## src/hw/rtl/ihc_pkg.sv

```systemverilog
// Shared types and constants for the IPv4 header check and classify unit.
// No dependencies; imported by the top module and by ihc_core.
package ihc_pkg;

  typedef enum logic [2:0] {
    VerdictBad       = 3'd0,
    VerdictIcmp      = 3'd1,
    VerdictUdp       = 3'd2,
    VerdictOther     = 3'd3,
    VerdictMalformed = 3'd4
  } verdict_e;

  typedef struct packed {
    logic [7:0] data_byte;
    logic       last_byte;
  } in_beat_t;

  typedef struct packed {
    verdict_e    verdict;
    logic [7:0]  protocol_number;
    logic [15:0] payload_length;
    logic [5:0]  header_bytes;
    logic [15:0] computed_checksum;
  } out_beat_t;

  // Header byte offsets that the parser captures
  localparam logic [5:0] PosVerIhl  = 6'd0;
  localparam logic [5:0] PosTotHi   = 6'd2;
  localparam logic [5:0] PosTotLo   = 6'd3;
  localparam logic [5:0] PosProto   = 6'd9;
  localparam logic [5:0] PosCsumHi  = 6'd10;
  localparam logic [5:0] PosCsumLo  = 6'd11;

  localparam logic [3:0] MinIhl     = 4'd5;
  localparam logic [5:0] MinHdrBytes = 6'd20;
  localparam logic [7:0] ProtoIcmp  = 8'd1;
  localparam logic [7:0] ProtoUdp   = 8'd17;

  typedef struct packed {
    logic valid;
    logic stall;
  } hs_t;

endpackage

```

## src/hw/rtl/ipv4_header_check_classify_unit.sv

```systemverilog
// IPv4 header check and classify: takes one packet byte per beat (header byte 0 first) and
// gives one result beat per packet when the header ends, or a malformed verdict for a short
// or truncated header. A byte beat is accepted every cycle while the output keeps flowing.
// The beat holding the last header byte passes through the input register, then a combinational
// parse and 16-bit end-around-carry add feed the result register, which presents the result beat.
// Both channels are valid/stall, and a held result stalls input only when the result
// register is full and stalled.
module ipv4_header_check_classify_unit (
  input  logic               clk_i,
  input  logic               rst_ni,
  input  logic               in_valid_i,
  output logic               in_stall_o,
  input  ihc_pkg::in_beat_t  in_beat_i,
  output logic               out_valid_o,
  input  logic               out_stall_i,
  output ihc_pkg::out_beat_t out_beat_o
);
  import ihc_pkg::*;

  localparam int unsigned InW  = $bits(in_beat_t);
  localparam int unsigned OutW = $bits(out_beat_t);

  logic [InW-1:0]  in_data_q;
  logic [OutW-1:0] out_data_q;
  in_beat_t        beat;
  out_beat_t       res;
  logic            res_valid;
  logic            beat_valid;
  logic            beat_stall;
  hs_t             beat_hs;

  ihc_pipe_reg #(.Width(InW)) u_in_reg (
    .clk_i   (clk_i),
    .rst_ni  (rst_ni),
    .valid_i (in_valid_i),
    .stall_o (in_stall_o),
    .data_i  (in_beat_i),
    .valid_o (beat_valid),
    .stall_i (beat_stall),
    .data_o  (in_data_q)
  );

  assign beat    = in_data_q;
  assign beat_hs = {beat_valid, beat_stall};

  ihc_core u_core (
    .clk_i       (clk_i),
    .rst_ni      (rst_ni),
    .beat_hs_i   (beat_hs),
    .beat_i      (beat),
    .res_valid_o (res_valid),
    .res_o       (res)
  );

  ihc_pipe_reg #(.Width(OutW)) u_out_reg (
    .clk_i   (clk_i),
    .rst_ni  (rst_ni),
    .valid_i (res_valid),
    .stall_o (beat_stall),
    .data_i  (res),
    .valid_o (out_valid_o),
    .stall_i (out_stall_i),
    .data_o  (out_data_q)
  );

  assign out_beat_o = out_data_q;

endmodule

```

## src/hw/rtl/ihc_pipe_reg.sv

```systemverilog
// Single-entry valid/stall pipeline register with full throughput.
// Depends on nothing; used for the input and result stages of the unit.
module ihc_pipe_reg #(
  parameter int unsigned Width = 8
) (
  input  logic             clk_i,
  input  logic             rst_ni,
  input  logic             valid_i,
  output logic             stall_o,
  input  logic [Width-1:0] data_i,
  output logic             valid_o,
  input  logic             stall_i,
  output logic [Width-1:0] data_o
);

  logic             valid_q;
  logic [Width-1:0] data_q;

  // only back-pressure upstream when holding a beat that cannot leave
  assign stall_o = valid_q & stall_i;

  always_ff @(posedge clk_i or negedge rst_ni) begin
    if (!rst_ni) begin
      valid_q <= 1'b0;
    end else if (!stall_o) begin
      valid_q <= valid_i;
    end
  end

  always_ff @(posedge clk_i) begin
    if (valid_i && !stall_o) begin
      data_q <= data_i;
    end
  end

  assign valid_o = valid_q;
  assign data_o  = data_q;

endmodule

```

## src/hw/rtl/ihc_core.sv

```systemverilog
// Header parser: byte position, checksum accumulator, field capture and verdict.
// Depends on ihc_pkg.
module ihc_core (
  input  logic              clk_i,
  input  logic              rst_ni,
  input  ihc_pkg::hs_t      beat_hs_i,
  input  ihc_pkg::in_beat_t beat_i,
  output logic              res_valid_o,
  output ihc_pkg::out_beat_t res_o
);
  import ihc_pkg::*;

  logic        take;
  logic [5:0]  pos_q, pos_d;
  logic [15:0] sum_q, sum_d;
  logic [7:0]  hi_q, hi_d;
  logic [3:0]  nib_q, nib_d;
  logic [15:0] tot_q, tot_d;
  logic [15:0] csum_q, csum_d;
  logic [7:0]  proto_q, proto_d;
  logic        done_q, done_d;

  logic [15:0] word;
  logic [16:0] sum_wide;
  logic [15:0] sum_add;
  logic [5:0]  hbytes;
  logic        end_hdr;
  logic        short_hdr;
  logic [15:0] comp;
  logic [15:0] pay;
  logic [7:0]  b;
  logic        last;
  verdict_e    cls;

  assign take = beat_hs_i.valid & ~beat_hs_i.stall;
  assign b    = beat_i.data_byte;
  assign last = beat_i.last_byte;

  always_comb begin
    nib_d   = (pos_q == PosVerIhl) ? b[3:0] : nib_q;
    tot_d   = tot_q;
    proto_d = (pos_q == PosProto) ? b : proto_q;
    csum_d  = csum_q;
    if (pos_q == PosTotHi) tot_d = {b, tot_q[7:0]};
    if (pos_q == PosTotLo) tot_d = {tot_q[15:8], b};
    if (pos_q == PosCsumHi) csum_d = {b, csum_q[7:0]};
    if (pos_q == PosCsumLo) csum_d = {csum_q[15:8], b};
    hi_d = pos_q[0] ? hi_q : b;
  end

  // checksum word counts as zero; end-around carry folded straight back
  assign word     = (pos_q == PosCsumLo) ? 16'd0 : {hi_q, b};
  assign sum_wide = {1'b0, sum_q} + {1'b0, word};
  assign sum_add  = sum_wide[16] ? (sum_wide[15:0] + 16'd1) : sum_wide[15:0];
  assign sum_d    = pos_q[0] ? sum_add : sum_q;

  assign hbytes    = {nib_d, 2'b00};
  assign end_hdr   = ({1'b0, pos_q} + 7'd1) == {1'b0, hbytes};
  assign short_hdr = nib_d < MinIhl;
  assign comp      = ~sum_d;
  assign pay       = (tot_d > {10'd0, hbytes}) ? (tot_d - {10'd0, hbytes}) : 16'd0;

  always_comb begin
    if (comp != csum_d) begin
      cls = VerdictBad;
    end else if (proto_d == ProtoIcmp) begin
      cls = VerdictIcmp;
    end else if (proto_d == ProtoUdp) begin
      cls = VerdictUdp;
    end else begin
      cls = VerdictOther;
    end
  end

  always_comb begin
    res_valid_o             = 1'b0;
    res_o.verdict           = VerdictMalformed;
    res_o.protocol_number   = 8'd0;
    res_o.payload_length    = 16'd0;
    res_o.header_bytes      = hbytes;
    res_o.computed_checksum = 16'd0;
    if (beat_hs_i.valid && !done_q) begin
      if (short_hdr) begin
        res_valid_o = 1'b1;
      end else if (end_hdr) begin
        res_valid_o             = 1'b1;
        res_o.verdict           = cls;
        res_o.protocol_number   = proto_d;
        res_o.payload_length    = pay;
        res_o.computed_checksum = comp;
      end else if (last) begin
        res_valid_o = 1'b1;  // packet ended inside the header
      end
    end
  end

  assign pos_d  = pos_q + 6'd1;
  assign done_d = short_hdr | end_hdr;

  always_ff @(posedge clk_i or negedge rst_ni) begin
    if (!rst_ni) begin
      pos_q   <= '0;
      sum_q   <= '0;
      hi_q    <= '0;
      nib_q   <= '0;
      tot_q   <= '0;
      csum_q  <= '0;
      proto_q <= '0;
      done_q  <= 1'b0;
    end else if (take) begin
      if (last) begin
        pos_q   <= '0;
        sum_q   <= '0;
        hi_q    <= '0;
        nib_q   <= '0;
        tot_q   <= '0;
        csum_q  <= '0;
        proto_q <= '0;
        done_q  <= 1'b0;
      end else if (!done_q) begin
        pos_q   <= pos_d;
        sum_q   <= sum_d;
        hi_q    <= hi_d;
        nib_q   <= nib_d;
        tot_q   <= tot_d;
        csum_q  <= csum_d;
        proto_q <= proto_d;
        done_q  <= done_d;
      end
    end
  end

  a_no_result_after_header : assert property (@(posedge clk_i) disable iff (!rst_ni)
    (beat_hs_i.valid && done_q) |-> !res_valid_o)
    else $error("result raised after header already finished");

  a_malformed_fields_zero : assert property (@(posedge clk_i) disable iff (!rst_ni)
    (res_valid_o && res_o.verdict == VerdictMalformed) |->
      (res_o.computed_checksum == 16'd0 && res_o.payload_length == 16'd0 &&
       res_o.protocol_number == 8'd0))
    else $error("malformed result carries non-zero fields");

  a_good_header_min_len : assert property (@(posedge clk_i) disable iff (!rst_ni)
    (res_valid_o && res_o.verdict != VerdictMalformed) |-> (res_o.header_bytes >= MinHdrBytes))
    else $error("classified header shorter than minimum");

  a_last_returns_idle : assert property (@(posedge clk_i) disable iff (!rst_ni)
    (take && last) |=> (pos_q == 6'd0 && !done_q && sum_q == 16'd0))
    else $error("parser not idle after last beat");

endmodule
```

## config.mk

```make
export PLATFORM = sky130hd
export DESIGN_NAME = ipv4_header_check_classify_unit
export DESIGN_NICKNAME = d
export VERILOG_FILES = /design/src/hw/rtl/ihc_pkg.sv /design/src/hw/rtl/ipv4_header_check_classify_unit.sv /design/src/hw/rtl/ihc_pipe_reg.sv /design/src/hw/rtl/ihc_core.sv
export SDC_FILE = /design/constraint.sdc
export NUM_CORES = 1
export LEC_CHECK = 0
export BUFFER_PORTS_ARGS = -buffer_cell sky130_fd_sc_hd__buf_4
export CORE_ASPECT_RATIO = 1.2
export CORE_MARGIN = 3
export CORE_UTILIZATION = 64
export DETAILED_ROUTE_END_ITERATION = 10
export GPL_TIMING_DRIVEN = 0
export HOLD_SLACK_MARGIN = 0.15
export PLACE_DENSITY = 0.87
export REMOVE_ABC_BUFFERS = 1
export SYNTH_ARGS = -nofsm -noshare
export SYNTH_HDL_FRONTEND = slang
export SYNTH_HIERARCHICAL = 1
export SYNTH_SLANG_ARGS = --single-unit
export TNS_END_PERCENT = 20
```

## constraint.sdc

```tcl
create_clock -name clk_i -period 7.85 [get_ports clk_i]
set_clock_uncertainty 0.2 [all_clocks]
set_input_delay 0.3925 -clock clk_i [delete_from_list [all_inputs] [get_ports clk_i]]
set_output_delay 0.3925 -clock clk_i [all_outputs]
set_load 0.02 [all_outputs]
```

# Word level (Yosys, flattened, before mapping)
# Cells that the tools add are included.
# classes
n_addsub,5
n_lt_le_gt_ge,2
eq_ne,11
mux,33
n_bitwise,9
n_reduce_logical,13
# op_table
operator,count
$mux 16,13
$mux 8,6
$eq 6x4->1 const B,3
$add 16x16->17,1
$add 16x1->16 const B,1
$gt 16x6->1,1
$ne 16x16->1,1
$not 16->16,1
$sub 16x6->16,1
$eq 6x2->1 const B,2
$mux 4,3
$mux 6,2
$eq 8x1->1 const B,1
$eq 8x5->1 const B,1
$reduce_or 4->1,2
$add 6x1->7 const B,1
$eq 7x6->1,1
$mux 1,7
$add 6x1->6 const B,1
$logic_not 6->1,1
$mux 3,2
$reduce_or 5->1,1
$lt 4x3->1 const B,1
$ne 2x2->1 const B,2
8 further kinds,17
# totals
reg_bits,133
output_inout_bits,51
wordCells,89

# Longest topological paths before layout
# logic_depth
word_depth,9
mapped_depth,19
depth_no_buf,15

# Cells and area by module
# Netlist, hierarchy kept.
# modules_own_cells
module,instances,cells_per_inst,area_each_um2
ihc_core,1,772,6427.4
ihc_pipe_reg (u_out_reg),1,53,1521.5
ihc_pipe_reg (u_in_reg),1,13,320.3

# Least setup slack after synthesis
# OpenSTA, ideal clock, no wires.
# synth_timing
kind,register to register
startpoint,reg u_core.pos_q[4]
endpoint,reg u_out_reg.data_q[46] (netlist: u_out_reg/data_o[46]) (data pin)
setup_time_ns,0.133
arrival_ns,4.874
path_slack_ns,2.643
path_stages_with_launch,18
n_path_buf,2
cell_sequence,dfrtp_1 > buf_6 > nor4b_2 > nand2_1 > clkbuf_1 > and2_1 > ha_1 > fa_1 > a21o_1 > a221o_1 > a221oi_1 > xnor2_1 > nand4b_1 > nor2_2 > xnor3_1 > or3_1 > o41ai_2 > o2111a_1
# synth_between
elab_chain_cells,9
# synth_lines
element,line_no,rtl
start: declaration,ihc_core.sv:14,"logic [5:0] pos_q, pos_d;"
start signal: assignment,ihc_core.sv:121,pos_q <= pos_d;
$eq 6x4->1,"ihc_core.sv:47, ihc_core.sv:52",
$mux 16,ihc_core.sv:52,"assign word = (pos_q == PosCsumLo) ? 16'd0 : {hi_q, b};"
$add 16x16->17,ihc_core.sv:53,"assign sum_wide = {1'b0, sum_q} + {1'b0, word};"
$add 16x1->16,ihc_core.sv:54,assign sum_add = sum_wide[16] ? (sum_wide[15:0] + 16'd1) : sum_wide[15:0];
$mux 16,ihc_core.sv:54,
$mux 16,ihc_core.sv:55,assign sum_d = pos_q[0] ? sum_add : sum_q;
$not 16->16,ihc_core.sv:60,assign comp = ~sum_d;
$ne 16x16->1,ihc_core.sv:64,if (comp != csum_d) begin
$reduce_or 4->1 (no source line),n/a,
end signal: assignment,ihc_pipe_reg.sv:32,data_q <= data_i;
end: declaration,ihc_pipe_reg.sv:17,logic [Width-1:0] data_q;
# Several ways; a longest one is shown, not always the timed one.
# A chain may end at the register's enable or synchronous reset.

# Final worst setup path
# layout_timing
startpoint,reg u_core.pos_q[0]
endpoint,reg u_out_reg.data_q[47] (netlist: u_out_reg/data_o[47]) (data pin)
# layout_between
elab_chain_cells,9
# layout_lines
element,line_no
$eq 6x4->1,"ihc_core.sv:47, ihc_core.sv:52"
$mux 16,ihc_core.sv:52
$add 16x16->17,ihc_core.sv:53
$add 16x1->16,ihc_core.sv:54
$mux 16,ihc_core.sv:54
$mux 16,ihc_core.sv:55
$not 16->16,ihc_core.sv:60
$ne 16x16->1,ihc_core.sv:64
$reduce_or 5->1 (no source line) *,n/a
# Mark *: on every way between the ends. The rest lies on a longest branch, timed or not.

==> out/metrics.csv <==
stage,metric,value,unit
synthesis,top cell type's share of synthesized area,0.2330,
sta,relative slew slack,0.2411,
placement,Buffers on Ports,63,
sta,endpoints failing setup,0,
layout,nets,931,
clocking,CTS tree,done,
routing,vias per cell,6.598,
job,max cap viols,0,
worst_setup_path,r2r setup slk,0.41,ns
grt,M1 GR Usage,0.4083,
grt,initial antenna violation count,0,
min_path,Hold Path Class,reg -> reg,
grt,All-Layer GR Usage,0.3323,
sta,Max Slew Vio Count,0,
grt,met2 usage,0.5458,
clocking,Clock transition at path regs,0.06,ns
sta,RSZ-0062 raised after global routing,no,
synthesis,asr flop ratio synth,0.5704,
synthesis,Ys Warns,6,
clocking,clock sink count,135,
clocking,H-tree levels,4,
routing,Initial DRC Count,608,
grt,grt ovf,0,
synthesis,Yosys top cell by area,dfrtp_1,
layout,Fill cells,784,
die,initial core utilization,0.6676,
grt,GR Util met3,0.06290,
grt,GRT Max-Usage Layer,met2,
sta,Max Fclk,0.1343,GHz
clocking,Max Buffers Root-to-Sink,2,
worst_setup_path,Crit Path Category,reg -> reg,
die,Core Region,0.01239,mm²
layout,area grow syn2layout,15.04,%
synthesis,syn avg cell area,9.868,µm²
clocking,CTS Buf Count,17,
routing,ANT nets after route,0,
synthesis,most common cell in the netlist,nand2_1,
die,DIE WIDTH,109.8,µm
synthesis,dominant synthesized flop cell,dfrtp_1,
routing,Initial DRT Pass Iterations,5,
power_and_ir_drop,VDD IR max,169.0,µV
worst_setup_path,Crit. End Element,register,
grt,largest net degree at the start of global routing,78,
run_status,run status,"finished, final reports clean",
grt,vias in the first global route,6949,
sta,Hold Fails Final Rpt,0,
die,io pins,64,
layout,Antenna diodes,0,
synthesis,Synth Instances,838,
clocking,Clock Latency Late Sink,0.42,ns
die,Die Y,130.5,µm
sta,"Min Clock Period, post-route",7.444,ns
sta,worst slew pin tran,1.138,ns
grt,first-pass GRT wire length,36110,µm
worst_setup_path,CP startpoint kind,register,
routing,final WL,23020,µm
worst_setup_path,CP max FO,30,
synthesis,count of cell types in the netlist,77,
die,row count,44,
sta,final period utilization,0.9482,
placement,GP Congestion,0.9206,
synthesis,count of state elements after synthesis,135,
synthesis,sequential share of the synthesized area,0.4436,
power_and_ir_drop,cell leakage power,4.051,nW
clocking,# resized after CTS,0,
worst_setup_path,Worst EP required,7.94,ns
layout,layout cells sized above 1,0.1294,
routing,residual DRC count,0,
routing,Avg WL per Cell,21.61,µm
synthesis,Mapped Area,0.008269,mm²
synthesis,largest cells by area after synthesis,"dfrtp_1 23%, edfxtp_1 21%, a22o_1 4.7%, nand2_1 4.1%, xnor2_1 3.8%",
die,Die Area,0.01433,mm²
synthesis,"EDFF count, synth",58,
routing,vias,7027,
clocking,CTS root buf,clkbuf_16,
synthesis,synth cell count leaders,"91 x nand2_1, 77 x dfrtp_1, 70 x nor2_1",
worst_setup_path,critical path arrival,7.53,ns
power_and_ir_drop,pwr/cell area,330.6,mW/mm²
clocking,# Post-CTS Setup Buffers,0,
placement,DP HPWL,15280,µm
sta,setup TNS,0,ns
sta,Hold WS,0.2907,ns
logic make-up after synthesis:
| family | Yosys count | synth area share |
|---|---|---|
| AOI/OAI and AO/OA | 230 | 0.1929 |
| other | 1 | 0.0004535 |
| xor gates and xnor gates | 69 | 0.07913 |
| muxes | 34 | 0.04358 |
| buffers and inverters | 60 | 0.03132 |
| adders and majority gates | 27 | 0.04267 |
| and+or+nand+nor | 282 | 0.1663 |
| DFF | 135 | 0.4436 |
critical path, stage by stage, from the launching register on:
cell      delay, ns
dfrtp_1        1.09
ha_1           0.59
nand2_1        0.75
and2_1         0.45
ha_1           0.25
fa_1           0.44
a21o_1         0.23
a221o_1        0.40
a221oi_1       0.61
xnor2_1        0.29
nand4b_1       0.25
nor2_2         0.25
xnor3_1        0.37
or3_1          0.40
o41ai_2        0.45
o2111a_1       0.27
repair_timing:
item	CTS	global route
hold buffers	12	0
hold endpoints to repair	88	0
endpoints found under the setup margin	0	0
path summary, 6_finish.rpt:
kind | cells after the start | end | start
min in group asynchronous | 2 | u_core/tot_q[2] | rst_ni
max in group asynchronous | 2 | u_core/tot_q[10] | rst_ni
worst min register to register | 2 | u_core/csum_q[14] | u_core/csum_q[14]
worst min-delay path | 2 | u_core/csum_q[14] | u_core/csum_q[14]
worst max-delay path | 15 | u_out_reg/data_o[47] | u_core/pos_q[0]
worst max register to register | 15 | u_out_reg/data_o[47] | u_core/pos_q[0]
sequential cells by signal (all words and copies together), names as in the netlist:
| signal | cells |
|---|---|
| u_in_reg/data_o | 9 |
| u_core/sum_q | 16 |
| u_core/pos_q | 6 |
| u_core/done_q | 1 |
| u_core/hi_q | 8 |
| u_out_reg/valid_o | 1 |
| u_core/nib_q | 4 |
| u_core/tot_q | 16 |
| u_core/csum_q | 16 |
| u_in_reg/valid_o | 1 |
| u_core/proto_q | 8 |
| u_out_reg/data_o | 49 |
layer usage:
metal  wire [µm]  up-vias  share of wire
met3        1792       89          0.078
met4        1196        0          0.052
met1        8786     3366           0.38
met2       11240      392           0.49
met5           0        -              0
li1            -     3180              -
area by class of cell:
class	count	area, µm²	share of cell area
Sequential cell	135	3669	0.3856
Timing Repair Buffer	77	628.1	0.06603
Clock inverter	12	115.1	0.01210
Clock buffer	20	478.0	0.05024
Multi-Input combinational cell	644	4362	0.4585
Tap cell	161	201.4	0.02118
Inverter	16	60.06	0.006313
metrics by stage:
step	area, µm²	total power, mW	setup WS [ns]	util	cells
final	9513	3.145	0.4065	0.7680	1065
after global routing	9513	3.298	0.04879	0.7680	1065
after CTS	9508	3.114	0.5760	0.7676	1065
after detailed placement	8795	2.304	0.6472	0.7100	1021
after floorplan	8074	1.913	2.198	-	795
after global placement	8748	2.232	0.8267	0.7063	1019
layout by cell type, fill, tap and decap left out, types with 8 or more instances in the layout:
| master | instances |
|---|---|
| nor2b_1 | 8 |
| nor4_1 | 11 |
| nand2b_1 | 8 |
| a22o_1 | 44 |
| a211oi_1 | 19 |
| xor2_1 | 29 |
| a21o_1 | 10 |
| dlygate4sd3_1 | 12 |
| and3_1 | 8 |
| xnor2_1 | 36 |
| clkbuf_16 | 18 |
| and2_1 | 26 |
| dfrtp_1 | 77 |
| nor3_1 | 16 |
| nor2_1 | 70 |
| buf_4 | 63 |
| mux2i_1 | 29 |
| edfxtp_1 | 58 |
| inv_1 | 15 |
| ha_1 | 25 |
| nand2_1 | 91 |
| nand3_1 | 13 |
| a21oi_1 | 41 |
| o21ai_0 | 51 |
power by group:
| part | switching [mW] | internal [mW] | total, mW |
|---|---|---|---|
| Combinational | 0.821 | 0.515 | 1.34 |
| Sequential | 0.137 | 0.883 | 1.02 |
| Clock | 0.314 | 0.474 | 0.789 |
| Total | 1.27 | 1.87 | 3.14 |
No activity file was read; power rests on OpenSTA's default activity.
